### src/bhdsnr_pkg.sv
// Package for the BPSK hard-decision SNR check block.
// Holds the sizing constants, the frame record type and the queue status type.
// Depends on nothing; every module of the block imports it.
package bhdsnr_pkg;

  // Longest frame; a sample that brings the count to this value closes the frame.
  localparam int MAX_SYMBOLS = 4096;

  localparam int SAMPLE_W = 16;
  localparam int LOG_MAX  = $clog2(MAX_SYMBOLS);
  localparam int COUNT_W  = $clog2(MAX_SYMBOLS + 1);

  // Correlation sums reach +MAX_SYMBOLS * 2^15, so one extra bit above the magnitude.
  localparam int CORR_W   = LOG_MAX + SAMPLE_W + 1;
  localparam int MAG_W    = CORR_W - 1;
  localparam int ENERGY_W = LOG_MAX + 2 * SAMPLE_W;

  // Width of |C|^2, n*E and the residual.
  localparam int POW_W    = 2 * MAG_W + 1;

  // Threshold register, unsigned Q8.8.
  localparam int THR_W         = 16;
  localparam logic [THR_W-1:0] THR_RESET = 16'd256;
  localparam int SCALE_SHIFT   = 8;

  // Queue between the front and the back.
  localparam int FIFO_DEPTH = 4;
  localparam int FIFO_AW    = $clog2(FIFO_DEPTH);

  // Stream data widths.
  localparam int IN_DATA_W  = 2 * SAMPLE_W;
  localparam int OUT_DATA_W = 40;
  localparam int OUT_PAD_W  = OUT_DATA_W - 2 * SAMPLE_W - 2;

  // One accepted sample with the running sums that include it.
  typedef struct packed {
    logic                       decided;
    logic                       last;
    logic signed [CORR_W-1:0]   corr_re;
    logic signed [CORR_W-1:0]   corr_im;
    logic        [ENERGY_W-1:0] energy;
    logic        [COUNT_W-1:0]  count;
  } frame_rec_t;

  typedef struct packed {
    logic full;
    logic empty;
  } fifo_status_t;

endpackage

### src/bhdsnr_front.sv
// Front part: accepts samples, makes the hard decision and keeps the frame sums.
// Pushes one record per sample into the queue. Depends on bhdsnr_pkg.
module bhdsnr_front (
  input  logic                             clk,
  input  logic                             rst,
  input  logic                             s_tvalid,
  output logic                             s_tready,
  // s_tdata fields from bit 0 up: sample_re[15:0], sample_im[15:0]
  input  logic [bhdsnr_pkg::IN_DATA_W-1:0] s_tdata,
  input  logic                             s_tlast,
  input  bhdsnr_pkg::fifo_status_t         fifo_status,
  output logic                             push,
  output bhdsnr_pkg::frame_rec_t           push_rec
);
  import bhdsnr_pkg::*;

  logic signed [SAMPLE_W-1:0]   re;
  logic signed [SAMPLE_W-1:0]   im;
  logic                         decided;
  logic signed [2*SAMPLE_W-1:0] sq_re;
  logic signed [2*SAMPLE_W-1:0] sq_im;
  logic                         last;

  logic        [COUNT_W-1:0]    symbol_count;
  logic signed [CORR_W-1:0]     corr_re_acc;
  logic signed [CORR_W-1:0]     corr_im_acc;
  logic        [ENERGY_W-1:0]   energy_acc;

  logic        [COUNT_W-1:0]    symbol_count_next;
  logic signed [CORR_W-1:0]     corr_re_next;
  logic signed [CORR_W-1:0]     corr_im_next;
  logic        [ENERGY_W-1:0]   energy_next;

  assign re = s_tdata[SAMPLE_W-1:0];
  assign im = s_tdata[2*SAMPLE_W-1:SAMPLE_W];

  // A non-negative real part decides bit 1.
  assign decided = ~re[SAMPLE_W-1];

  // Sums including the current sample.
  assign sq_re = re * re;
  assign sq_im = im * im;
  assign corr_re_next = decided ? corr_re_acc + CORR_W'(re) : corr_re_acc - CORR_W'(re);
  assign corr_im_next = decided ? corr_im_acc + CORR_W'(im) : corr_im_acc - CORR_W'(im);
  assign energy_next  = energy_acc + ENERGY_W'($unsigned(sq_re))
                                   + ENERGY_W'($unsigned(sq_im));
  assign symbol_count_next = symbol_count + 1'b1;

  // A frame also closes when it reaches the maximum length.
  assign last = s_tlast || (symbol_count_next == COUNT_W'(MAX_SYMBOLS));

  // Take a sample whenever the queue has room.
  assign s_tready = ~fifo_status.full;
  assign push     = s_tvalid & s_tready;

  always_comb begin
    push_rec.decided = decided;
    push_rec.last    = last;
    push_rec.corr_re = corr_re_next;
    push_rec.corr_im = corr_im_next;
    push_rec.energy  = energy_next;
    push_rec.count   = symbol_count_next;
  end

  // Frame sums, cleared after the last sample of a frame.
  always_ff @(posedge clk) begin
    if (rst) begin
      symbol_count <= '0;
      corr_re_acc  <= '0;
      corr_im_acc  <= '0;
      energy_acc   <= '0;
    end else if (push) begin
      if (last) begin
        symbol_count <= '0;
        corr_re_acc  <= '0;
        corr_im_acc  <= '0;
        energy_acc   <= '0;
      end else begin
        symbol_count <= symbol_count_next;
        corr_re_acc  <= corr_re_next;
        corr_im_acc  <= corr_im_next;
        energy_acc   <= energy_next;
      end
    end
  end

endmodule

### config.mk
export PLATFORM = sky130hd
export DESIGN_NAME = bhdsnr_front
export DESIGN_NICKNAME = d
export VERILOG_FILES = /design/src/bhdsnr_pkg.sv /design/src/bhdsnr_front.sv
export SDC_FILE = /design/constraint.sdc
export NUM_CORES = 2
export LEC_CHECK = 0
export BUFFER_PORTS_ARGS = -buffer_cell sky130_fd_sc_hd__buf_2
export CAP_MARGIN = 20
export CORE_ASPECT_RATIO = 0.9
export CORE_MARGIN = 1
export CORE_UTILIZATION = 65
export DETAILED_ROUTE_END_ITERATION = 10
export PLACE_DENSITY = 0.94
export SETUP_SLACK_MARGIN = 0.2
export SLEW_MARGIN = 20
export SYNTH_ARGS = -nofsm -noshare
export SYNTH_HDL_FRONTEND = slang
export SYNTH_SLANG_ARGS = --single-unit
### constraint.sdc
create_clock -name clk -period 28.1 [get_ports clk]
set_input_delay 1.405 -clock clk [delete_from_list [all_inputs] [get_ports clk]]
set_output_delay 1.405 -clock clk [all_outputs]
set_load 0.01 [all_outputs]
# == Word-level counts from Yosys, hierarchy flattened ==
# Cells that the tools add are included.
# op_classes
eq_ne,1
n_mux,6
bitwise,3
reduce_logical,1
multipliers,2
n_addsub,7
# op_table
operator,count
$mux W29,4
$add A44 B32 Y44,2
$mul A16 B16 Y32,2
$add A29 B16 Y29,2
$sub A29 B16 Y29,2
$mux W44,1
$add A13 B1 Y13 const B,1
$eq A13 B13 Y1 const B,1
$mux W13,1
$not A1 Y1,2
$and A1 B1 Y1,1
$logic_or A1 B1 Y1,1
# totals
register_bits,115
out_inout_bits,119
word_cells,24

# == Logic depth before layout (Yosys ltp) ==
# depth
word_depth,4
ltp_mapped,40

# == Worst setup path before layout ==
# Ideal clock, no wire load.
# synth_timing
path_kind,input-to-output
start,input s_tdata[3] in the netlist's numbering
end,output push_rec[56] in the netlist's numbering
path_stages,35
arrival_time_ns,9.636
slack_ns,17.059
cell_sequence,clkbuf_1 clkbuf_1 nand2_1 inv_1 fa_1 inv_1 fa_1 fa_1 fa_1 inv_1 fa_1 inv_1 fa_1 inv_1 ha_1 and3_1 o211a_1 a221oi_1 a22oi_1 a21o_1 a21o_1 o41ai_2 o21bai_1 a21oi_1 xor2_1 fa_1 inv_1 ha_1 nand3_1 or3b_2 nor2_1 o221a_2 clkbuf_1 and3_1 xor2_1
# synth_rtl
item,line_no,rtl
start: declaration,bhdsnr_front.sv:9,"input logic [bhdsnr_pkg::IN_DATA_W-1:0] s_tdata,"
end: declaration,bhdsnr_front.sv:13,output bhdsnr_pkg::frame_rec_t push_rec

==> key figures <==
Layout
  – Layout area overhead: 6.14%
  – Nets: 4,066
  – Reg area: 2300 um^2
  – Layout cells sized above 1: 0.0737
  – Ant diodes: 0
  – Multi-input logic area: 22,400 um^2
  – Fillers: 2,901

Synthesis
  – Main synth FF type: dfxtp_1
  – Mean Syn Cell Area: 8.72 um^2
  – Compound-cell area share of the yosys netlist: 0.132
  – Fraction of registers with async set/reset: 0
  – Xor and xnor area share after synthesis: 0.0659
  – Post-synthesis adder-cell area fraction: 0.486
  – #FFs+latches synth: 115
  – Top post-synthesis cells by area: fa_1 37%, ha_1 12%, inv_1 9.6%, dfxtp_1 8.3%, xnor2_1 4.8%
  – Syn Nets: 3,998
  – Synth Instances: 3,187
  – Largest family of logic cells by synthesized area: adder cells
  – Mux contribution to synthesized area: 0.00194
  – Synth cell types: 80
  – Number of synthesized flops with an enable pin: 0
  – Simple logic cell fraction of the synthesized area: 0.117
  – Share of the synthesized area in the top cell type: 0.367
  – Commonest cells in the netlist: 713 x inv_1, 510 x fa_1, 263 x ha_1
  – Top-count cell post-synth: inv_1
  – Post-synthesis sequential area ratio: 0.0829
  – Post-synthesis cell area: 27,800 um^2
  – Post-synth top area cell: fa_1
  – Synthesis Warnings: 0

Global routing
  – GRT Util Overall: 0.353
  – Largest net degree at the start of global routing: 57
  – Congestion Overflow GR: 0
  – First-pass GRT wire length: 120 mm
  – Number of global-route vias before repair: 24,700
  – Initial antenna violation count: 0

CTS
  – CTS Buffer Depth: 2
  – Latest clock arrival within the worst-skew pair: 460 ps
  – H-tree depth: 4
  – Clk sink count: 115
  – Hold buffers post-CTS: 0
  – CTS buffer count: 17
  – Clock Tree Root: clkbuf_16
  – Post-CTS Setup Inserts: 0
  – CTS tree: yes
  – Worst-path clk slew: 60 ps
  – CTS-repair resized insts: 0

Timing
  – Setup TNS Final: 0 ps
  – Slew margin rel.: 0.225
  – Tmin final: 12,300 ps
  – Max Clock Freq: 81.3 MHz
  – Slew Limit Fails: 0
  – Final Setup Violations: 0
  – Unrepaired setup endpoints after global routing: no
  – Part of the cycle the worst path needs: 0.438
  – Worst Clk Skew: 11.0 ps
  – Worst slew pin tran: 1160 ps
  – Final Hold Viols: 0
  – Fin worst setup slack: 15,800 ps

Critical path
  – Critical path launch point type: input pin
  – Critical path buffers and inverters: 10
  – CP Capture Type: output pin
  – Crit path max-delay family: adder cells
  – Critical path arrival: 10,890 ps
  – Critical path peak fanout: 15
  – CP max-delay cell: fa_1
  – Data required time of the critical path: 26,690 ps
  – Worst setup path class: input pin to output pin
  – Slowest stage delay, CP: 540 ps

Route
  – Met1 wire length: 26.0 mm
  – # DRC: 14
  – Routed WL: 72.7 mm
  – Met2 WL: 35.1 mm
  – Routed len/inst: 19.1 um
  – First-pass DRT Iterations: 10
  – Via density: 6.02
  – Top sig layer: met4
  – Antenna-violating nets left: 0
  – Vias: 23,000
  – DR iter-0 viols: 2,103
  – Met3 wire length: 7.77 mm

Floorplan
  – Die area: 43,600 um^2
  – FP Rows: 71
  – Die Span Y: 198 um
  – Ports: 157
  – Core area: 41,900 um^2
  – Initial Util: 0.663
  – Die W: 220 um

Outcome
  – Outcome: complete, but fails checks
  – Failing checks: DRC

Job
  – MaxCap Viol Count: 0

Placed design
  – Port bufs: 155
  – GP Congestion: 0.943
  – Pre-CTS WS: 16,080 ps
  – Final HPWL DP: 57.3 mm

Worst hold path
  – HP Class: flip-flop to flip-flop
-- path summary, 6_finish.rpt --
check	slack, ps	cells after the start	from	to
hold reg to reg	460	2	corr_im_acc[7]	corr_im_acc[7]
setup / recovery	15800	36	s_tdata[5]	push_rec[56]
setup reg to reg	24210	12	energy_acc[3]	energy_acc[36]
hold / removal	460	2	corr_im_acc[7]	corr_im_acc[7]
-- sequential cells by signal (all words and copies together), names as in the netlist --
name          cells
symbol_count     13
energy_acc       44
corr_re_acc      29
corr_im_acc      29
-- cells by family (layout without fill, tap and decap cells) --
kind of cell,Yosys count,after routing
adder cells (fa/ha/maj),773,773
AND/OR/NAND/NOR,699,699
AO/OA/AOI/OAI,551,551
multiplexers,5,5
flip-flops,115,115
buffers and inverters,835,916
XOR/XNOR,209,209
-- worst register-to-register path: cells and delay by family, from the launching register on --
family / cells / cell delay [ps]
adders and majority gates: 2 / 810
AOI/OAI and AO/OA: 7 / 1830
DFF: 1 / 340
and+or+nand+nor: 3 / 850
-- cells in the final DEF (no fill, tap or decap), types with 25 or more instances in the layout --
cell type,n
nand2_1,232
a31oi_1,25
dfxtp_1,115
xor2_1,56
and2_1,60
ha_1,263
a22oi_1,60
nand3_1,29
inv_1,713
a22o_1,31
xnor2_1,153
buf_2,154
fa_1,510
nor3_1,28
a21o_1,60
nor2_1,208
a21oi_1,171
o21ai_0,74
-- cell type report --
cell class	count	share of cell area
clock buffer	17	0.0144
clock inverter	15	0.00564
inverter	720	0.0916
multi-input combinational	2237	0.758
sequential	115	0.0781
tap	547	0.0232
timing repair buffer	164	0.0287
-- per-layer routing --
metal | vias to the layer above | track usage
met4 | 0 | 0.191
li1 | 10200 | -
met5 | - | 0
met2 | 1292 | 0.587
met1 | 11200 | 0.421
met3 | 333 | 0.0871
-- stage by stage --
stage	area, um^2	utilization	cells	hold WS [ps]
detailed placement	28900	0.689	3783	456
floorplan	27800	-	3187	436
CTS	29500	0.703	3815	465
global placement	28900	0.689	3783	446
global route	29500	0.703	3815	493
finish	29500	0.703	3815	462
Power is not shown: default switching activity piles up to over one toggle a cycle in this logic, so the estimate is an artifact.
