`src/bhdsnr_pkg.sv`:
```
// Package for the BPSK hard-decision SNR check block.
// Holds the sizing constants, the frame record type and the queue status type.
// Depends on nothing; every module of the block imports it.
package bhdsnr_pkg;

  // Longest frame; a sample that brings the count to this value closes the frame.
  localparam int MAX_SYMBOLS = 4096;

  localparam int SAMPLE_W = 16;
  localparam int LOG_MAX  = $clog2(MAX_SYMBOLS);
  localparam int COUNT_W  = $clog2(MAX_SYMBOLS + 1);

  // Correlation sums reach +MAX_SYMBOLS * 2^15, so one extra bit above the magnitude.
  localparam int CORR_W   = LOG_MAX + SAMPLE_W + 1;
  localparam int MAG_W    = CORR_W - 1;
  localparam int ENERGY_W = LOG_MAX + 2 * SAMPLE_W;

  // Width of |C|^2, n*E and the residual.
  localparam int POW_W    = 2 * MAG_W + 1;

  // Threshold register, unsigned Q8.8.
  localparam int THR_W         = 16;
  localparam logic [THR_W-1:0] THR_RESET = 16'd256;
  localparam int SCALE_SHIFT   = 8;

  // Queue between the front and the back.
  localparam int FIFO_DEPTH = 4;
  localparam int FIFO_AW    = $clog2(FIFO_DEPTH);

  // Stream data widths.
  localparam int IN_DATA_W  = 2 * SAMPLE_W;
  localparam int OUT_DATA_W = 40;
  localparam int OUT_PAD_W  = OUT_DATA_W - 2 * SAMPLE_W - 2;

  // One accepted sample with the running sums that include it.
  typedef struct packed {
    logic                       decided;
    logic                       last;
    logic signed [CORR_W-1:0]   corr_re;
    logic signed [CORR_W-1:0]   corr_im;
    logic        [ENERGY_W-1:0] energy;
    logic        [COUNT_W-1:0]  count;
  } frame_rec_t;

  typedef struct packed {
    logic full;
    logic empty;
  } fifo_status_t;

endpackage

```
`src/bhdsnr_fifo.sv`:
```
// Short queue of frame records between the front and the back part.
// Register based, one push and one pop per cycle. Depends on bhdsnr_pkg.
module bhdsnr_fifo (
  input  logic                     clk,
  input  logic                     rst,
  input  logic                     push,
  input  bhdsnr_pkg::frame_rec_t   push_rec,
  input  logic                     pop,
  output bhdsnr_pkg::frame_rec_t   pop_rec,
  output bhdsnr_pkg::fifo_status_t status
);
  import bhdsnr_pkg::*;

  frame_rec_t         entries [FIFO_DEPTH];
  logic [FIFO_AW-1:0] wr_ptr;
  logic [FIFO_AW-1:0] rd_ptr;
  logic [FIFO_AW:0]   fill;

  assign pop_rec      = entries[rd_ptr];
  assign status.full  = (fill == (FIFO_AW + 1)'(FIFO_DEPTH));
  assign status.empty = (fill == '0);

  // Pointers and fill level.
  always_ff @(posedge clk) begin
    if (rst) begin
      wr_ptr <= '0;
      rd_ptr <= '0;
      fill   <= '0;
    end else begin
      if (push) begin
        wr_ptr <= wr_ptr + 1'b1;
      end
      if (pop) begin
        rd_ptr <= rd_ptr + 1'b1;
      end
      if (push && !pop) begin
        fill <= fill + 1'b1;
      end else if (pop && !push) begin
        fill <= fill - 1'b1;
      end
    end
  end

  // Storage needs no reset.
  always_ff @(posedge clk) begin
    if (push) begin
      entries[wr_ptr] <= push_rec;
    end
  end

endmodule

```
`config.mk`:
```
export PLATFORM = sky130hd
export DESIGN_NAME = bhdsnr_fifo
export DESIGN_NICKNAME = d
export VERILOG_FILES = /design/src/bhdsnr_pkg.sv /design/src/bhdsnr_fifo.sv
export SDC_FILE = /design/constraint.sdc
export NUM_CORES = 1
export LEC_CHECK = 0
export BUFFER_PORTS_ARGS = -buffer_cell sky130_fd_sc_hd__buf_2
export CORE_ASPECT_RATIO = 1.75
export CORE_MARGIN = 2
export CORE_UTILIZATION = 51
export CTS_BUF_LIST = sky130_fd_sc_hd__clkbuf_4 sky130_fd_sc_hd__clkbuf_8
export DETAILED_ROUTE_END_ITERATION = 8
export GPL_TIMING_DRIVEN = 0
export PLACE_DENSITY = 0.72
export SKIP_CTS_REPAIR_TIMING = 1
export SYNTH_ARGS = -nofsm -noshare
export SYNTH_HDL_FRONTEND = slang
export SYNTH_SLANG_ARGS = --single-unit
```
`constraint.sdc`:
```
create_clock -name clk -period 6.1 [get_ports clk]
set_input_delay 0 -clock clk [delete_from_list [all_inputs] [get_ports clk]]
set_output_delay 0 -clock clk [all_outputs]
set_load 0.01 [all_outputs]
```
Yosys cells after proc, flatten, opt, wreduce, memory -nomap -nowiden
Memories as Yosys holds them, arrays and structs flattened. A register that Yosys moved wholly into a read port is not among the register bits.
Index checks and enable logic that the tools add are counted.
- $add $sub $neg: 4
- equality and inequality tests: 1
- multiplexer cells: 6
- reductions and logical operators: 6
- operators with widths (operator ; count):
    $mux 3 ; 2
    $add 2x1->2 const B ; 2
    $mux 2 ; 2
    $add 3x1->3 const B ; 1
    $eq 3x3->1 const B ; 1
    $logic_not 3->1 ; 1
    $sub 3x1->3 const B ; 1
    $logic_and 1x1->1 ; 2
    $logic_not 1->1 ; 2
    $mux 1 ; 2
    $reduce_bool 2->1 ; 1
- register bits after elaboration: 7
- bits in writable memories: 468
- output and inout bits: 119
- memories: 1
- memories (memory ; depth ; width ; read ports ; clocked after Yosys merged registers in ; write ports ; RTL line ; source):
    entries ; 4 ; 117 ; 1 ; 1 ; 1 ; bhdsnr_fifo.sv:14 ; frame_rec_t entries [FIFO_DEPTH];

Logic depth before layout (Yosys ltp)
Gate-level depths: netlist of the first run.
- depth after elaboration: 4
- depth in mapped cells: 7

Worst setup path before layout of the first run
No wires, ideal clock.
- kind: flip-flop to flip-flop
- from: reg wr_ptr[0]
- to: mem entries[0][0] in the netlist's numbering (enable)
- library setup time: 0.489 ns
- arrival: 3.234 ns
- path slack: 2.377 ns
- stages on the path, launching flop included: 4
- path buffers: 0
- clock period less this slack: 3.723 ns
- cell sequence: dfxtp_1 > inv_1 > ha_1 > and2_1
- RTL lines (item ; RTL line ; source):
    start: declaration ; bhdsnr_fifo.sv:15 ; logic [FIFO_AW-1:0] wr_ptr;
    start signal: assignment ; bhdsnr_fifo.sv:31 ; wr_ptr <= wr_ptr + 1'b1;
    end: declaration ; bhdsnr_fifo.sv:14 ;
Straight into the memory's write port.

==> flow_metrics.py, run 1 <==
metrics = {
    "timing": {
        "slew_viol_final": 0,
        "tightest_slew_ps": 670,
        "hold_viol": 0,
        "fin_ws_ps": 3720,
        "period_share_pct": 38.9,
        "finalSetupTns_ps": 0,
        "setup_violations": 0,
        "relSlewSlack_pct": 55.3,
        "skew_ps": 29.2,
        "rsz0062_at_grt": "no",
        "clock.fmax_mhz": 421,
        "min_period_ps": 2380,
    },
    "yosys": {
        "yosys.cell_types.count": 21,
        "synth_nets": 782,
        "synthMuxAreaShare_pct": 15.4,
        "yosys.area.top_type_share_pct": 81.4,
        "ys_top_cells_by_area": "edfxtp_1 81%, mux4_2 15%, dfxtp_1 1.0%",
        "syn_area_per_cell_sq_um": 26.4,
        "postSynthRegisterBits": 477,
        "synth_edf_count": 468,
        "synth_warnings": 0,
        "syn_inst": 655,
        "synth_flop_cell": "edfxtp_1",
        "ys_seq_area_share_pct": 82.4,
        "post_synth_and_or_nand_nor_area_fraction_pct": 0.427,
        "synth_top_cell_by_area": "edfxtp_1",
        "synth_top_family_by_area": "multiplexers",
        "async_reset_ff_share_pct": 0,
        "synth_fa_ha_area_share_pct": 0.478,
        "synth_area_sq_um": 17300,
        "synth_compound_area_share_pct": 0.0580,
        "synth_xor_area_share_pct": 0.254,
    },
    "die": {
        "io_pins": 240,
        "dieArea_sq_um": 35400,
        "fp.dieH_um": 247,
        "initial_utilization_pct": 51.5,
        "core_area_sq_um": 33500,
        "die_w_um": 143,
        "rows": 89,
    },
    "global_routing": {
        "grt_overflow_total": 0,
        "grt_max_degree": 53,
        "grt_pass1_wl_um": 47700,
        "track_usage_pct": 18.4,
        "grt_pass1_vias": 8535,
        "grt_antenna_before_repair": 1,
    },
    "placed_design": {
        "dpl_cell_area_sq_um": 19300,
        "post-place-cells": 1356,
        "place_hpwl_um": 20200,
        "gp_congestion": 0.683,
        "dp_slack_ps": 4290,
        "port-buffer-count": 238,
    },
    "pwr": {
        "power.density_nw_per_um2": 317,
        "power.total_uw": 6870,
        "leakagePower_uw": 0.00744,
        "vdd_ir_drop_max_mv": 0.219,
    },
    "layout": {
        "seq_area_sq_um": 14200,
        "fillCellCount": 2196,
        "layout-drive-gt1-share_pct": 43.3,
        "fin_area_sq_um": 21700,
        "final_common_cell": "edfxtp_1",
        "layoutNonFillerInstCount": 1590,
        "layout_common_cells": "468 x edfxtp_1, 251 x buf_2, 121 x dlygate4sd3_1",
        "multi_input_area_sq_um": 2880,
        "final_nets": 1217,
        "synthToLayoutAreaGrowth_pct": 25.6,
    },
    "hold_path": {
        "hp-class": "in2reg",
        "worstHoldStart": "push_rec[104]",
    },
    "routing": {
        "wire_per_inst_um": 21.2,
        "drc": 0,
        "ant_nets": 0,
        "num_vias": 8345,
        "firstDrtPassIters": 4,
        "drtIter0Drc": 427,
        "drt-vias-per-instance": 5.25,
        "drt_wl_total_um": 33700,
    },
    "status": {
        "run_status": "complete, no violations",
    },
    "worst_setup_path": {
        "path_class": "reg2out",
        "crit_fanout": 10,
        "crit_path_end_kind": "output port",
        "crit-reg2reg-launch": "wr_ptr[0]",
        "cp.arrival_ps": 2380,
        "start_kind": "flip-flop",
        "worst_ep_required_time_ps": 6100,
    },
    "clocking": {
        "clk_pin_slew_ps": 70,
        "clock_sinks": 477,
        "tritoncts": "yes",
        "cts_made_buffers": 66,
        "cts_buffer_depth": 3,
        "clkLatencyLatePin_ps": 600,
        "htree_num_levels": 3,
        "cts_root_buffer": "clkbuf_8",
    },
    "flow_run": {
        "drv_cap": 0,
    },
}
[logic make-up (layout without fill, tap and decap cells)]
group,after synthesis,after routing
compound gates,2,2
xor+xnor,5,5
fa+ha+maj,6,6
buf+inv,31,510
flops,477,477
mux,119,119
other cells,0,1
simple gates,15,15
[registers in the layout (all words and copies together), names as in the netlist, named ones only]
register / count
rd_ptr: 2
entries: 468
wr_ptr: 2
fill: 3
[metal layers]
layer  global-route usage, %  part of all wire [%]  routed length (um)
met1                    20.7                    37               12500
met2                    32.6                    55               18600
met3                    5.21                   5.5                1850
met4                    7.86                   2.2                 725
met5                       0                     0                   0
[cell type report]
type / instances / share of cell area (%)
antenna: 1 / 0.0115
sequential: 477 / 65.6
inverter: 4 / 0.0692
timing repair buffer: 367 / 12.1
tap: 455 / 2.62
clock inverter: 21 / 0.542
clock buffer: 91 / 5.08
multi-input combinational: 147 / 13.3
buffer: 27 / 0.732
[worst paths after layout]
kind	end	slack (ps)	cells after the start
setup / recovery	pop_rec[2]	3720	4
hold / removal	entries[3][104]	150	2
setup reg to reg	entries[3][77]	4350	3
hold reg to reg	fill[2]	530	2
[critical path, stage by stage, from the launching register on]
cell      delay [ps]
dfxtp_1          300
buf_2            280
clkbuf_1         550
mux4_2           470
buf_2            170
[power breakdown]
part           switching (uW)  internal (uW)  total [uW]
Sequential               35.9           3760        3800
Clock                    1120           1180        2300
Combinational             399            376         775
Total                    1560           5320        6870
[synthesized netlist by cell type (2+ instances only)]
cell type,number
and2_1,4
buf_2,13
buf_6,5
clkbuf_1,8
dfxtp_1,9
edfxtp_1,468
ha_1,5
inv_1,4
mux2i_1,2
mux4_2,117
nor2_1,7
xnor2_1,2
xor2_1,3
[through the flow]
stage | util (%) | hold WS, ps
after floorplan | - | 98.9
after global placement | 56.8 | 209
after detailed placement | 57.5 | 214
after CTS | 61.1 | -438
after global routing | 64.7 | 107
final | 64.7 | 147
Note: power is estimated with default switching activity, not from simulation.
==> run 2: changes to the inputs <==
PLACE_DENSITY = 0.75   (was 0.72)
clock period = 2.1 ns   (was 6.1 ns; I/O delays follow)
==> run 2 against run 1 <==
Net effect:
- the flow now finishes with violations (negative setup slack)
- global-route usage grew 0.25 points
- core utilization grew 1.8 points
- sequential power grew to 2.9 times the previous value
- sequential share of layout area shrank 1.8 points
- worst setup slack lost 3700 ps
- sequential cell count is the same
- clock skew shrank 5.0 ps
- critical path type unchanged
- largest cell class unchanged
==> flow_metrics.py, run 2 (same netlist as run 1, synthesis figures left out) <==
metrics = {
    "status": {
        "run_status": "complete, but fails checks",
        "violations": "negative setup slack",
    },
    "placed_design": {
        "place_hpwl_um": 20900,
        "port-buffer-count": 238,
        "gp_congestion": 0.721,
        "dpl_cell_area_sq_um": 19300,
    },
    "die": {
        "fp.dieH_um": 247,
        "die_w_um": 143,
        "io_pins": 240,
        "rows": 89,
        "dieArea_sq_um": 35400,
        "initial_utilization_pct": 51.5,
        "core_area_sq_um": 33500,
    },
    "timing": {
        "setup_violations": 8,
        "fin_ws_ps": -11.7,
        "period_share_pct": 101,
        "min_period_ps": 2110,
        "hold_viol": 0,
        "rsz0062_at_grt": "yes",
        "tightest_slew_ps": 619,
        "relSlewSlack_pct": 58.7,
        "slew_viol_final": 0,
        "hold_ws_ps": 145,
        "clock.fmax_mhz": 474,
        "skew_ps": 24.2,
    },
    "layout": {
        "final_common_cell": "edfxtp_1",
        "fin_area_sq_um": 22300,
        "synthToLayoutAreaGrowth_pct": 29.1,
        "top_regs": "entries x468, fill x3",
        "layout_common_cells": "468 x edfxtp_1, 212 x buf_2, 121 x dlygate4sd3_1",
        "antennaDiodeCount": 0,
        "top_register": "entries",
        "fin_util_pct": 66.5,
        "fillCellCount": 2118,
        "layout-drive-gt1-share_pct": 44.6,
        "largest_reg_flops": 468,
        "final_nets": 1235,
    },
    "worst_setup_path": {
        "start_kind": "flip-flop",
        "cp.arrival_ps": 2110,
        "crit_path_top_delay_cell": "mux4_2",
        "max_stage_delay_ps": 510,
        "worst_ep_required_time_ps": 2100,
        "crit_top_cell": "buf_12",
        "crit_path_end_kind": "output port",
        "path_class": "reg2out",
        "crit_fanout": 7,
        "path_cells": "buf_12 -> buf_12 -> buf_4 -> mux4_2 -> buf_2",
        "r2r_cells": 4,
    },
    "clocking": {
        "clock_sinks": 477,
        "cts_root_buffer": "clkbuf_8",
        "cts_buffer_depth": 3,
        "tritoncts": "yes",
        "clk_pin_slew_ps": 70,
        "cts_made_buffers": 68,
        "clkLatencyLatePin_ps": 600,
        "htree_num_levels": 3,
    },
    "global_routing": {
        "grt_pass1_vias": 8539,
        "grt_pass1_wl_um": 48100,
        "grt_antenna_before_repair": 0,
        "grt_max_degree": 56,
        "grt_overflow_total": 0,
        "track_usage_pct": 18.7,
    },
    "routing": {
        "drtIter0Drc": 491,
        "drc": 0,
        "drt_wl_total_um": 36500,
        "ant_nets": 0,
        "num_vias": 8546,
        "wire_per_inst_um": 22.6,
        "drt-vias-per-instance": 5.30,
        "firstDrtPassIters": 4,
    },
    "pwr": {
        "power_frac_comb_pct": 12.2,
        "power_frac_seq_pct": 53.2,
        "vdd_ir_drop_max_mv": 0.904,
        "power.switching_uw": 4650,
        "leakagePower_uw": 0.00771,
        "power.internal_uw": 16100,
        "switching_share_pct": 22.4,
        "power.density_nw_per_um2": 930,
        "clkPwrFrac_pct": 34.5,
    },
    "hold_path": {
        "hp-class": "in2reg",
        "whs_path_depth": 2,
    },
    "flow_run": {
        "drv_cap": 0,
    },
}
==> run 2: layout make-up <==
cell class	instances	area, sq um	area share (%)
clock inverters	25	170	0.763
flip-flops and latches	477	14200	63.8
clock buffers	95	1180	5.27
well taps	455	569	2.55
inverters	4	15.0	0.0673
repair buffers	380	2970	13.3
plain buffers	27	273	1.22
multi-input cells	150	2900	13.0
==> run 2: final timing paths <==
check | slack, ps | start | endpoint
max | -10 | flip-flop | pop_rec[103]
min | 140 | push_rec[109] | entries[2][109]
min reg2reg | 520 | fill[2] | fill[2]
max reg2reg | 160 | wr_ptr[0] | entries[3][30]
==> run 2: worst max-delay path, delay by kind of cell, from the launching register on <==
kind     cells  cell delay [ps]
buf+inv      4              620
mux          1              510
flops        1              370
==> run 2: metal layers <==
| layer | up-vias | global-route usage, % | part of all wire, % |
|---|---|---|---|
| li1 | 3749 | - | - |
| met1 | 4430 | 19.6 | 33 |
| met2 | 291 | 34.0 | 57 |
| met3 | 76 | 5.09 | 5.9 |
| met4 | 0 | 9.06 | 3.5 |
| met5 | - | 0 | 0 |
==> run 2: through the flow <==
stage	instances	TNS (ps)	setup slack, ps	power (uW)
finish	1613	-46.6	-11.7	20700
global route	1613	-5450	-85.0	21500
CTS	1476	-33240	-411	20500
detailed placement	1356	-1760	-52.2	13300
global placement	1348	-171150	-393	13200
floorplan	655	0	279	12400
==> run 2: power groups by stage <==
| stage | Clock, uW | Combinational (uW) | Sequential (uW) |
|---|---|---|---|
| 2_1_floorplan | 0 | 1190 | 11200 |
| 3_3_place_gp | 0 | 2010 | 11200 |
| 3_5_place_dp | 0 | 2100 | 11200 |
| 4_1_cts | 7330 | 2110 | 11000 |
| 5_1_grt | 7700 | 2710 | 11100 |
| 6_report | 7160 | 2540 | 11000 |
