<file path="config.mk">
export PLATFORM = sky130hd
export DESIGN_NAME = bhdsnr_back
export DESIGN_NICKNAME = d
export VERILOG_FILES = /design/src/bhdsnr_pkg.sv /design/src/bhdsnr_back.sv
export SDC_FILE = /design/constraint.sdc
export NUM_CORES = 2
export LEC_CHECK = 0
export BUFFER_PORTS_ARGS = -buffer_cell sky130_fd_sc_hd__buf_2
export CORE_MARGIN = 3
export CORE_UTILIZATION = 53
export DETAILED_ROUTE_END_ITERATION = 8
export PLACE_DENSITY = 0.66
export SLEW_MARGIN = 20
export SYNTH_ARGS = -nofsm -noshare
export SYNTH_HDL_FRONTEND = slang
export SYNTH_SLANG_ARGS = --single-unit
</file>
<file path="constraint.sdc">
create_clock -name clk -period 12.5 [get_ports clk]
set_clock_uncertainty 0.1 [all_clocks]
set_input_delay 0.625 -clock clk [delete_from_list [all_inputs] [get_ports clk]]
set_output_delay 0.625 -clock clk [all_outputs]
set_load 0.05 [all_outputs]
</file>
<file path="src/bhdsnr_pkg.sv">
// Package for the BPSK hard-decision SNR check block.
// Holds the sizing constants, the frame record type and the queue status type.
// Depends on nothing; every module of the block imports it.
package bhdsnr_pkg;

  // Longest frame; a sample that brings the count to this value closes the frame.
  localparam int MAX_SYMBOLS = 4096;

  localparam int SAMPLE_W = 16;
  localparam int LOG_MAX  = $clog2(MAX_SYMBOLS);
  localparam int COUNT_W  = $clog2(MAX_SYMBOLS + 1);

  // Correlation sums reach +MAX_SYMBOLS * 2^15, so one extra bit above the magnitude.
  localparam int CORR_W   = LOG_MAX + SAMPLE_W + 1;
  localparam int MAG_W    = CORR_W - 1;
  localparam int ENERGY_W = LOG_MAX + 2 * SAMPLE_W;

  // Width of |C|^2, n*E and the residual.
  localparam int POW_W    = 2 * MAG_W + 1;

  // Threshold register, unsigned Q8.8.
  localparam int THR_W         = 16;
  localparam logic [THR_W-1:0] THR_RESET = 16'd256;
  localparam int SCALE_SHIFT   = 8;

  // Queue between the front and the back.
  localparam int FIFO_DEPTH = 4;
  localparam int FIFO_AW    = $clog2(FIFO_DEPTH);

  // Stream data widths.
  localparam int IN_DATA_W  = 2 * SAMPLE_W;
  localparam int OUT_DATA_W = 40;
  localparam int OUT_PAD_W  = OUT_DATA_W - 2 * SAMPLE_W - 2;

  // One accepted sample with the running sums that include it.
  typedef struct packed {
    logic                       decided;
    logic                       last;
    logic signed [CORR_W-1:0]   corr_re;
    logic signed [CORR_W-1:0]   corr_im;
    logic        [ENERGY_W-1:0] energy;
    logic        [COUNT_W-1:0]  count;
  } frame_rec_t;

  typedef struct packed {
    logic full;
    logic empty;
  } fifo_status_t;

endpackage

</file>
<file path="src/bhdsnr_back.sv">
// Back part: drains the queue, works out gain and the SINR test at frame ends,
// and holds the output register. Depends on bhdsnr_pkg.
module bhdsnr_back (
  input  logic                              clk,
  input  logic                              rst,
  input  logic                              cfg_wr_en,
  input  logic [bhdsnr_pkg::THR_W-1:0]      cfg_wr_data,
  input  bhdsnr_pkg::fifo_status_t          fifo_status,
  input  bhdsnr_pkg::frame_rec_t            pop_rec,
  output logic                              pop,
  output logic                              m_tvalid,
  input  logic                              m_tready,
  // m_tdata fields from bit 0 up: decided_bit, gain_re[15:0], gain_im[15:0], decode_ok
  output logic [bhdsnr_pkg::OUT_DATA_W-1:0] m_tdata,
  output logic                              m_tlast
);
  import bhdsnr_pkg::*;

  localparam int E_LO_W    = ENERGY_W / 2;
  localparam int E_HI_W    = ENERGY_W - E_LO_W;
  localparam int R_LO_W    = POW_W / 2;
  localparam int R_HI_W    = POW_W - R_LO_W;
  localparam int TR_W      = THR_W + POW_W;
  localparam int SQ_W      = 2 * MAG_W;
  localparam int DIV_CNT_W = $clog2(MAG_W);
  localparam int GAIN_MAX  = 2 ** (SAMPLE_W - 1) - 1;

  typedef enum logic [3:0] {
    S_IDLE, S_SQ_RE, S_SQ_IM, S_NE_LO, S_NE_HI, S_RES,
    S_TR_LO, S_TR_HI, S_CMP, S_DIV, S_OUT
  } state_t;

  state_t                 state;
  logic [THR_W-1:0]       threshold;
  logic                   out_free;
  logic                   out_load;

  logic                   decided;
  logic [COUNT_W-1:0]     n_reg;
  logic [ENERGY_W-1:0]    energy;
  logic [MAG_W-1:0]       mag_re;
  logic [MAG_W-1:0]       mag_im;
  logic                   neg_re;
  logic                   neg_im;
  logic [POW_W-1:0]       s_pow;
  logic [POW_W-1:0]       ne_pow;
  logic [POW_W-1:0]       res_pow;
  logic [TR_W-1:0]        tr;
  logic                   ok;
  logic [MAG_W-1:0]       div_re;
  logic [MAG_W-1:0]       div_im;
  logic [COUNT_W-1:0]     rem_re;
  logic [COUNT_W-1:0]     rem_im;
  logic [DIV_CNT_W-1:0]   div_cnt;

  logic [MAG_W-1:0]            sq_op;
  logic [SQ_W-1:0]             sq_prod;
  logic [E_HI_W-1:0]           ne_op;
  logic [COUNT_W+E_HI_W-1:0]   ne_prod;
  logic [R_HI_W-1:0]           tr_op;
  logic [THR_W+R_HI_W-1:0]     tr_prod;
  logic [COUNT_W:0]            sh_re;
  logic [COUNT_W:0]            sh_im;
  logic [COUNT_W:0]            diff_re;
  logic [COUNT_W:0]            diff_im;
  logic                        ge_re;
  logic                        ge_im;

  // Magnitude of a correlation sum.
  function automatic logic [MAG_W-1:0] mag_of(input logic signed [CORR_W-1:0] x);
    logic signed [CORR_W-1:0] negated;
    negated = -x;
    return x[CORR_W-1] ? negated[MAG_W-1:0] : x[MAG_W-1:0];
  endfunction

  // Apply the sign to a truncated quotient and saturate to the sample range.
  function automatic logic [SAMPLE_W-1:0] sat_gain(input logic [MAG_W-1:0] q,
                                                   input logic neg);
    logic [SAMPLE_W-1:0] result;
    if (!neg) begin
      result = (q > MAG_W'(GAIN_MAX)) ? SAMPLE_W'(GAIN_MAX) : q[SAMPLE_W-1:0];
    end else if (q > MAG_W'(GAIN_MAX + 1)) begin
      result = SAMPLE_W'(GAIN_MAX + 1);
    end else begin
      result = ~q[SAMPLE_W-1:0] + 1'b1;
    end
    return result;
  endfunction

  // Threshold register.
  always_ff @(posedge clk) begin
    if (rst) begin
      threshold <= THR_RESET;
    end else if (cfg_wr_en) begin
      threshold <= cfg_wr_data;
    end
  end

  assign out_free = ~m_tvalid | m_tready;
  assign pop      = (state == S_IDLE) && !fifo_status.empty && out_free;

  // A word is loaded for an ordinary sample or once a summary is ready.
  assign out_load = (pop && !pop_rec.last) || ((state == S_OUT) && out_free);

  // Shared multipliers; each operand is chosen by the step in progress.
  assign sq_op   = (state == S_SQ_RE) ? mag_re : mag_im;
  assign sq_prod = sq_op * sq_op;
  assign ne_op   = (state == S_NE_LO) ? E_HI_W'(energy[E_LO_W-1:0])
                                      : energy[ENERGY_W-1:E_LO_W];
  assign ne_prod = n_reg * ne_op;
  assign tr_op   = (state == S_TR_LO) ? R_HI_W'(res_pow[R_LO_W-1:0])
                                      : res_pow[POW_W-1:R_LO_W];
  assign tr_prod = threshold * tr_op;

  // One restoring division step for each gain part.
  assign sh_re   = {rem_re, div_re[MAG_W-1]};
  assign sh_im   = {rem_im, div_im[MAG_W-1]};
  assign diff_re = sh_re - {1'b0, n_reg};
  assign diff_im = sh_im - {1'b0, n_reg};
  assign ge_re   = (sh_re >= {1'b0, n_reg});
  assign ge_im   = (sh_im >= {1'b0, n_reg});

  // Sequencer, working registers and output register.
  always_ff @(posedge clk) begin
    if (rst) begin
      state    <= S_IDLE;
      m_tvalid <= 1'b0;
    end else begin
      if (out_load) begin
        m_tvalid <= 1'b1;
      end else if (m_tvalid && m_tready) begin
        m_tvalid <= 1'b0;
      end
      unique case (state)
        S_IDLE: begin
          if (pop) begin
            if (pop_rec.last) begin
              decided <= pop_rec.decided;
              n_reg   <= pop_rec.count;
              energy  <= pop_rec.energy;
              mag_re  <= mag_of(pop_rec.corr_re);
              mag_im  <= mag_of(pop_rec.corr_im);
              neg_re  <= pop_rec.corr_re[CORR_W-1];
              neg_im  <= pop_rec.corr_im[CORR_W-1];
              state   <= S_SQ_RE;
            end else begin
              m_tlast  <= 1'b0;
              m_tdata  <= OUT_DATA_W'(pop_rec.decided);
            end
          end
        end
        S_SQ_RE: begin
          s_pow <= POW_W'(sq_prod);
          state <= S_SQ_IM;
        end
        S_SQ_IM: begin
          s_pow <= s_pow + POW_W'(sq_prod);
          state <= S_NE_LO;
        end
        S_NE_LO: begin
          ne_pow <= POW_W'(ne_prod);
          state  <= S_NE_HI;
        end
        S_NE_HI: begin
          ne_pow <= ne_pow + (POW_W'(ne_prod) << E_LO_W);
          state  <= S_RES;
        end
        S_RES: begin
          res_pow <= ne_pow - s_pow;
          state   <= S_TR_LO;
        end
        S_TR_LO: begin
          tr    <= TR_W'(tr_prod);
          state <= S_TR_HI;
        end
        S_TR_HI: begin
          tr    <= tr + (TR_W'(tr_prod) << R_LO_W);
          state <= S_CMP;
        end
        S_CMP: begin
          // A zero residual always passes.
          ok      <= (res_pow == '0) || ((TR_W'(s_pow) << SCALE_SHIFT) >= tr);
          div_re  <= mag_re;
          div_im  <= mag_im;
          rem_re  <= '0;
          rem_im  <= '0;
          div_cnt <= DIV_CNT_W'(MAG_W - 1);
          state   <= S_DIV;
        end
        S_DIV: begin
          rem_re <= ge_re ? diff_re[COUNT_W-1:0] : sh_re[COUNT_W-1:0];
          rem_im <= ge_im ? diff_im[COUNT_W-1:0] : sh_im[COUNT_W-1:0];
          div_re <= {div_re[MAG_W-2:0], ge_re};
          div_im <= {div_im[MAG_W-2:0], ge_im};
          if (div_cnt == '0) begin
            state <= S_OUT;
          end else begin
            div_cnt <= div_cnt - 1'b1;
          end
        end
        S_OUT: begin
          if (out_free) begin
            m_tlast  <= 1'b1;
            m_tdata  <= {{OUT_PAD_W{1'b0}}, ok, sat_gain(div_im, neg_im),
                         sat_gain(div_re, neg_re), decided};
            state    <= S_IDLE;
          end
        end
        default: begin
          state <= S_IDLE;
        end
      endcase
    end
  end

endmodule

</file>
Word level (Yosys, flattened, before mapping)
Index checks and enable logic that the tools add are counted.

$add $sub $neg: 11. Multiply operators: 3. Div/mod/pow operators: 0. Order comparisons: 7. Equal/unequal tests: 16. Shift-type cells: 0. Muxes and demuxes: 37. Bitwise logic cells: 5. Reduce and logical (&&, ||, !) cells: 28.

Operators with widths (count): $pmux 57 s2 (2); $pmux 73 s2 (1); $mux 40 (3); $pmux 28 s2 (2); $mux 16 (6); $mux 28 (3); $pmux 40 s2 (1); $add 73x73->73 (1); $ge 65x73->1 (1); $add 57x56->57 (1); $add 57x57->57 (1); $logic_not 57->1 (1); $sub 57x57->57 (1); $gt 28x15->1 const B (2); $gt 28x16->1 const B (2); $mul 28x28->56 (1); $neg 28->28 (2); $pmux 13 s2 (2); $mul 16x29->45 (1); $pmux 4 s11 (1); $mul 13x22->35 (1); $add 16x1->16 const B (2); $not 16->16 (2); $mux 29 (1); other kinds (27) (66).

Register bits: 510. Bits in latches: 0. Bits in writable memories: 0. Bits in read-only memories: 0. Input port bits: 139. Output and inout bits: 43. Word-level logic and storage cells: 129. Memories: 0.

Logic depth before layout (Yosys ltp)
Depth in word-level cells: 6. Gate-level depth with buffers: 48. Mapped depth without buffers: 42.

Worst setup path after synthesis
Ideal clock, no wire load.

Path kind: register to register. Start: register state[3]. End: register s_pow[55], data pin. Library setup time: 0.260 ns. Arrival: 11.047 ns. Data required time: 12.140 ns. Slack: 1.093 ns. Stages on the path, launching flop included: 45. Path buffers: 6. Period minus slack after synthesis: 11.407 ns. Cell sequence: dfxtp_1 > clkbuf_1 > nand2b_1 > clkbuf_1 > nor3_1 > clkbuf_1 > buf_2 > mux2i_1 > clkbuf_1 > nor2_1 > fa_1 > fa_1 > fa_1 > inv_1 > fa_1 > inv_1 > fa_1 > inv_1 > [... 9 more ...] > a221o_1 > a31oi_1 > o21ai_1 > a31oi_1 > xnor2_1 > ha_1 > clkbuf_1 > a21o_1 > a21o_1 > a21o_1 > a2111oi_0 > or3_1 > o21ai_0 > a21oi_1 > o41ai_1 > a21oi_1 > xnor2_1 > mux2_2.

Cells in the longest elaborated chain, start to end: 5. Elaborated cells on any way between the ends: 6. Those cells by class: 1 x add/sub; 1 x mul; 2 x eq/ne; 2 x mux.

Ends and longest elaborated chain: start, declared (line bhdsnr_back.sv:33) `state_t state;`; start signal, assigned (line bhdsnr_back.sv:126) `state <= S_IDLE;`; start signal, assigned (line bhdsnr_back.sv:145) `state <= S_SQ_RE;`; start signal, assigned (line bhdsnr_back.sv:154) `state <= S_SQ_IM;`; $eq 4x1->1 (line bhdsnr_back.sv:106, bhdsnr_back.sv:134); $mux 28 (line bhdsnr_back.sv:106) `assign sq_op = (state == S_SQ_RE) ? mag_re : mag_im;`; $mul 28x28->56 (line bhdsnr_back.sv:107) `assign sq_prod = sq_op * sq_op;`; $add 57x56->57 (line bhdsnr_back.sv:157) `s_pow <= s_pow + POW_W'(sq_prod);`; $pmux 57 s2 * (line bhdsnr_back.sv:134) `unique case (state)`; end signal, assigned (line bhdsnr_back.sv:153) `s_pow <= POW_W'(sq_prod);`; end signal, assigned (line bhdsnr_back.sv:157); end, declared (line bhdsnr_back.sv:45) `logic [POW_W-1:0] s_pow;`.

Every way passes the cells marked *; elsewhere a longest branch is shown, timed or not. A chain may end at the register's enable or synchronous reset.

Worst setup path after layout
Start: register state[3]. End: register s_pow[53], data pin.

Same word-level chain as after synthesis.

==> results.toml <==
[yosys]
async_reset_ff_frac = 0
ys_seq_elements = 504
syn_area_sq_um = 79250
ys_warn_count = 0
ys.flop_type = "edfxtp_1"
synthCells = 8669
yosysSeqAreaShare = 0.1883
synth_edf_count = 483
ys_types = 80
synth_area_per_cell_sq_um = 9.142

[global_route]
grt_pass1_vias = 63110
antenna_found_initial = 4
grt_remaining_overflow = 0
grt_max_degree = 88
grt_pass1_wl_microns = 352300
grtUsageTotal = 0.2944

[setup_path]
cp_slowest_cell = "o311ai_0"
worstSetupEndpointType = "register"
cp_common_cell = "fa_1"
worst-path-buf-inv = 6
crit_path_max_fanout = 34
startpoint_type = "register"
required_ps = 12830
critPathMaxStageDelay_ps = 720
reg2reg_slack_ps = 580
cp.arrival_ps = 12250
cp_top_family = "adder cells"
path_class = "register to register"

[layout]
top_register = "tr"
largest_register_ffs = 73
layout.nets = 10750
area_growth_pct = 6.623
drive_above_1_share = 0.05808
final_cell_mix = "inv_1, nand2_1, fa_1"
final_common_cell = "inv_1"

[route]
drcViolationCount = 0
routed_wl_microns = 223800
vias_per_cell = 5.693
wl_per_cell_microns = 20.92
drtIter0Drc = 4775
drt_first_pass_iters = 7
ant_nets = 0
vias = 60890

[clocking]
htreeDepth = 2
cts_made_buffers = 60
cts.path.max_buffers = 3
cts_root_buf = "clkbuf_16"
post_cts_buffers = 0
worst_skew_pair.late_latency_ps = 700
postCtsResizedCells = 0
cts_sinks = 504
cts.reportedPaths.clkPinSlew_ps = 60
cts_tree = "yes"

[timing]
finalCriticalPeriod_ps = 11920
setup_tns_ps = 0
rsz0062_at_grt = "no"
fin_crit_sh = 0.9539
slew_violations = 0
max-slew-margin-rel = 0.2830
max_slew.worst_pin.slew_ps = 1064
hold_violations = 0
setup_viol = 0
clock.fmax_ghz = 0.08386

[die]
start_util = 0.5348
fp.dieH_microns = 392.7
ios = 182
die_x_microns = 392.7
rows = 141
die-area_sq_um = 154200
core_area_sq_um = 148200

[place]
io_buffers = 174
hpwlAfterDp_microns = 179700
place_congestion = 0.9697

[min_path]
hold_path_class = "input pin to register"

[run]
cap_violations = 0

[run_status]
status = "finished, final reports clean"
[timing repair]
item	CTS	global route
hold buffers	44	0
endpoints found under the hold margin	44	0
setup endpoints to repair	0	0
[synth_stat cells, types with 40 or more instances]
cell type	instances	area, sq um
xor2_1	136	1191
nand4_1	73	456.7
mux2_2	55	619.3
a31oi_1	49	306.5
and3_1	46	287.8
o21a_1	53	397.9
a21o_1	262	1967
nor3_1	67	335.3
a21oi_1	360	1802
nand2b_1	63	394.1
fa_1	1203	24080
edfxtp_1	483	14500
nand3_1	85	425.4
and2_1	248	1551
nand2_1	1264	4745
inv_1	1590	5968
clkbuf_1	330	1239
o21bai_1	40	300.3
o21ai_0	276	1381
mux2i_1	54	540.5
xnor2_1	248	2172
nor2b_1	70	437.9
ha_1	691	8646
nor2_1	468	1757
[through the flow]
step | instance area [sq um] | util | hold WS [ps] | worst slack [ps] | instances
after floorplan | 79270 | - | 383.6 | 1093 | 8674
after global placement | 82180 | 0.5546 | 409.6 | 960.1 | 10540
after detailed placement | 82180 | 0.5546 | 410.1 | 839.8 | 10540
after CTS | 84500 | 0.5702 | 0.03492 | 765.2 | 10690
final | 84500 | 0.5702 | 39.40 | 576.0 | 10700
after global routing | 84500 | 0.5702 | 10.42 | 83.14 | 10690
[path summary, 6_finish.rpt]
check                         from                   end  depth (start not counted)
min reg2reg      decided$_DFFE_PP_  m_tdata[0]$_DFFE_PP_                          2
min                    pop_rec[22]   energy[9]$_DFFE_PP_                          1
max reg2reg  state[3]$_SDFFE_PP0P_   s_pow[53]$_DFFE_PP_                         36
max          state[3]$_SDFFE_PP0P_   s_pow[53]$_DFFE_PP_                         36
[final cells by class]
| cell class | count | area, sq um |
|---|---|---|
| diodes | 2 | 5.005 |
| clock buffers | 76 | 1562 |
| clock inverters | 36 | 310.3 |
| fillers | 13290 | 63690 |
| inverters | 1600 | 6007 |
| multi-input cells | 6216 | 57100 |
| flip-flops and latches | 504 | 14930 |
| well taps | 1930 | 2415 |
| repair buffers | 332 | 2180 |
[per-layer routing]
metal	GRT usage	wire, microns
met1	0.3943	92630
met2	0.4792	104200
met3	0.04271	15800
met4	0.1251	11050
met5	0	66
[kinds of logic after synthesis]
kind of cell | after synthesis | share of synthesized area
AND/OR/NAND/NOR | 2538 | 0.1450
AO/OA/AOI/OAI | 1285 | 0.1036
adder cells (fa/ha/maj) | 1894 | 0.4130
multiplexers | 109 | 0.01463
other | 1 | 0.00004732
buffers and inverters | 1954 | 0.09308
flip-flops | 504 | 0.1883
XOR/XNOR | 384 | 0.04244
Power is not shown: default switching activity piles up to over one toggle a cycle in this logic, so the estimate is an artifact.
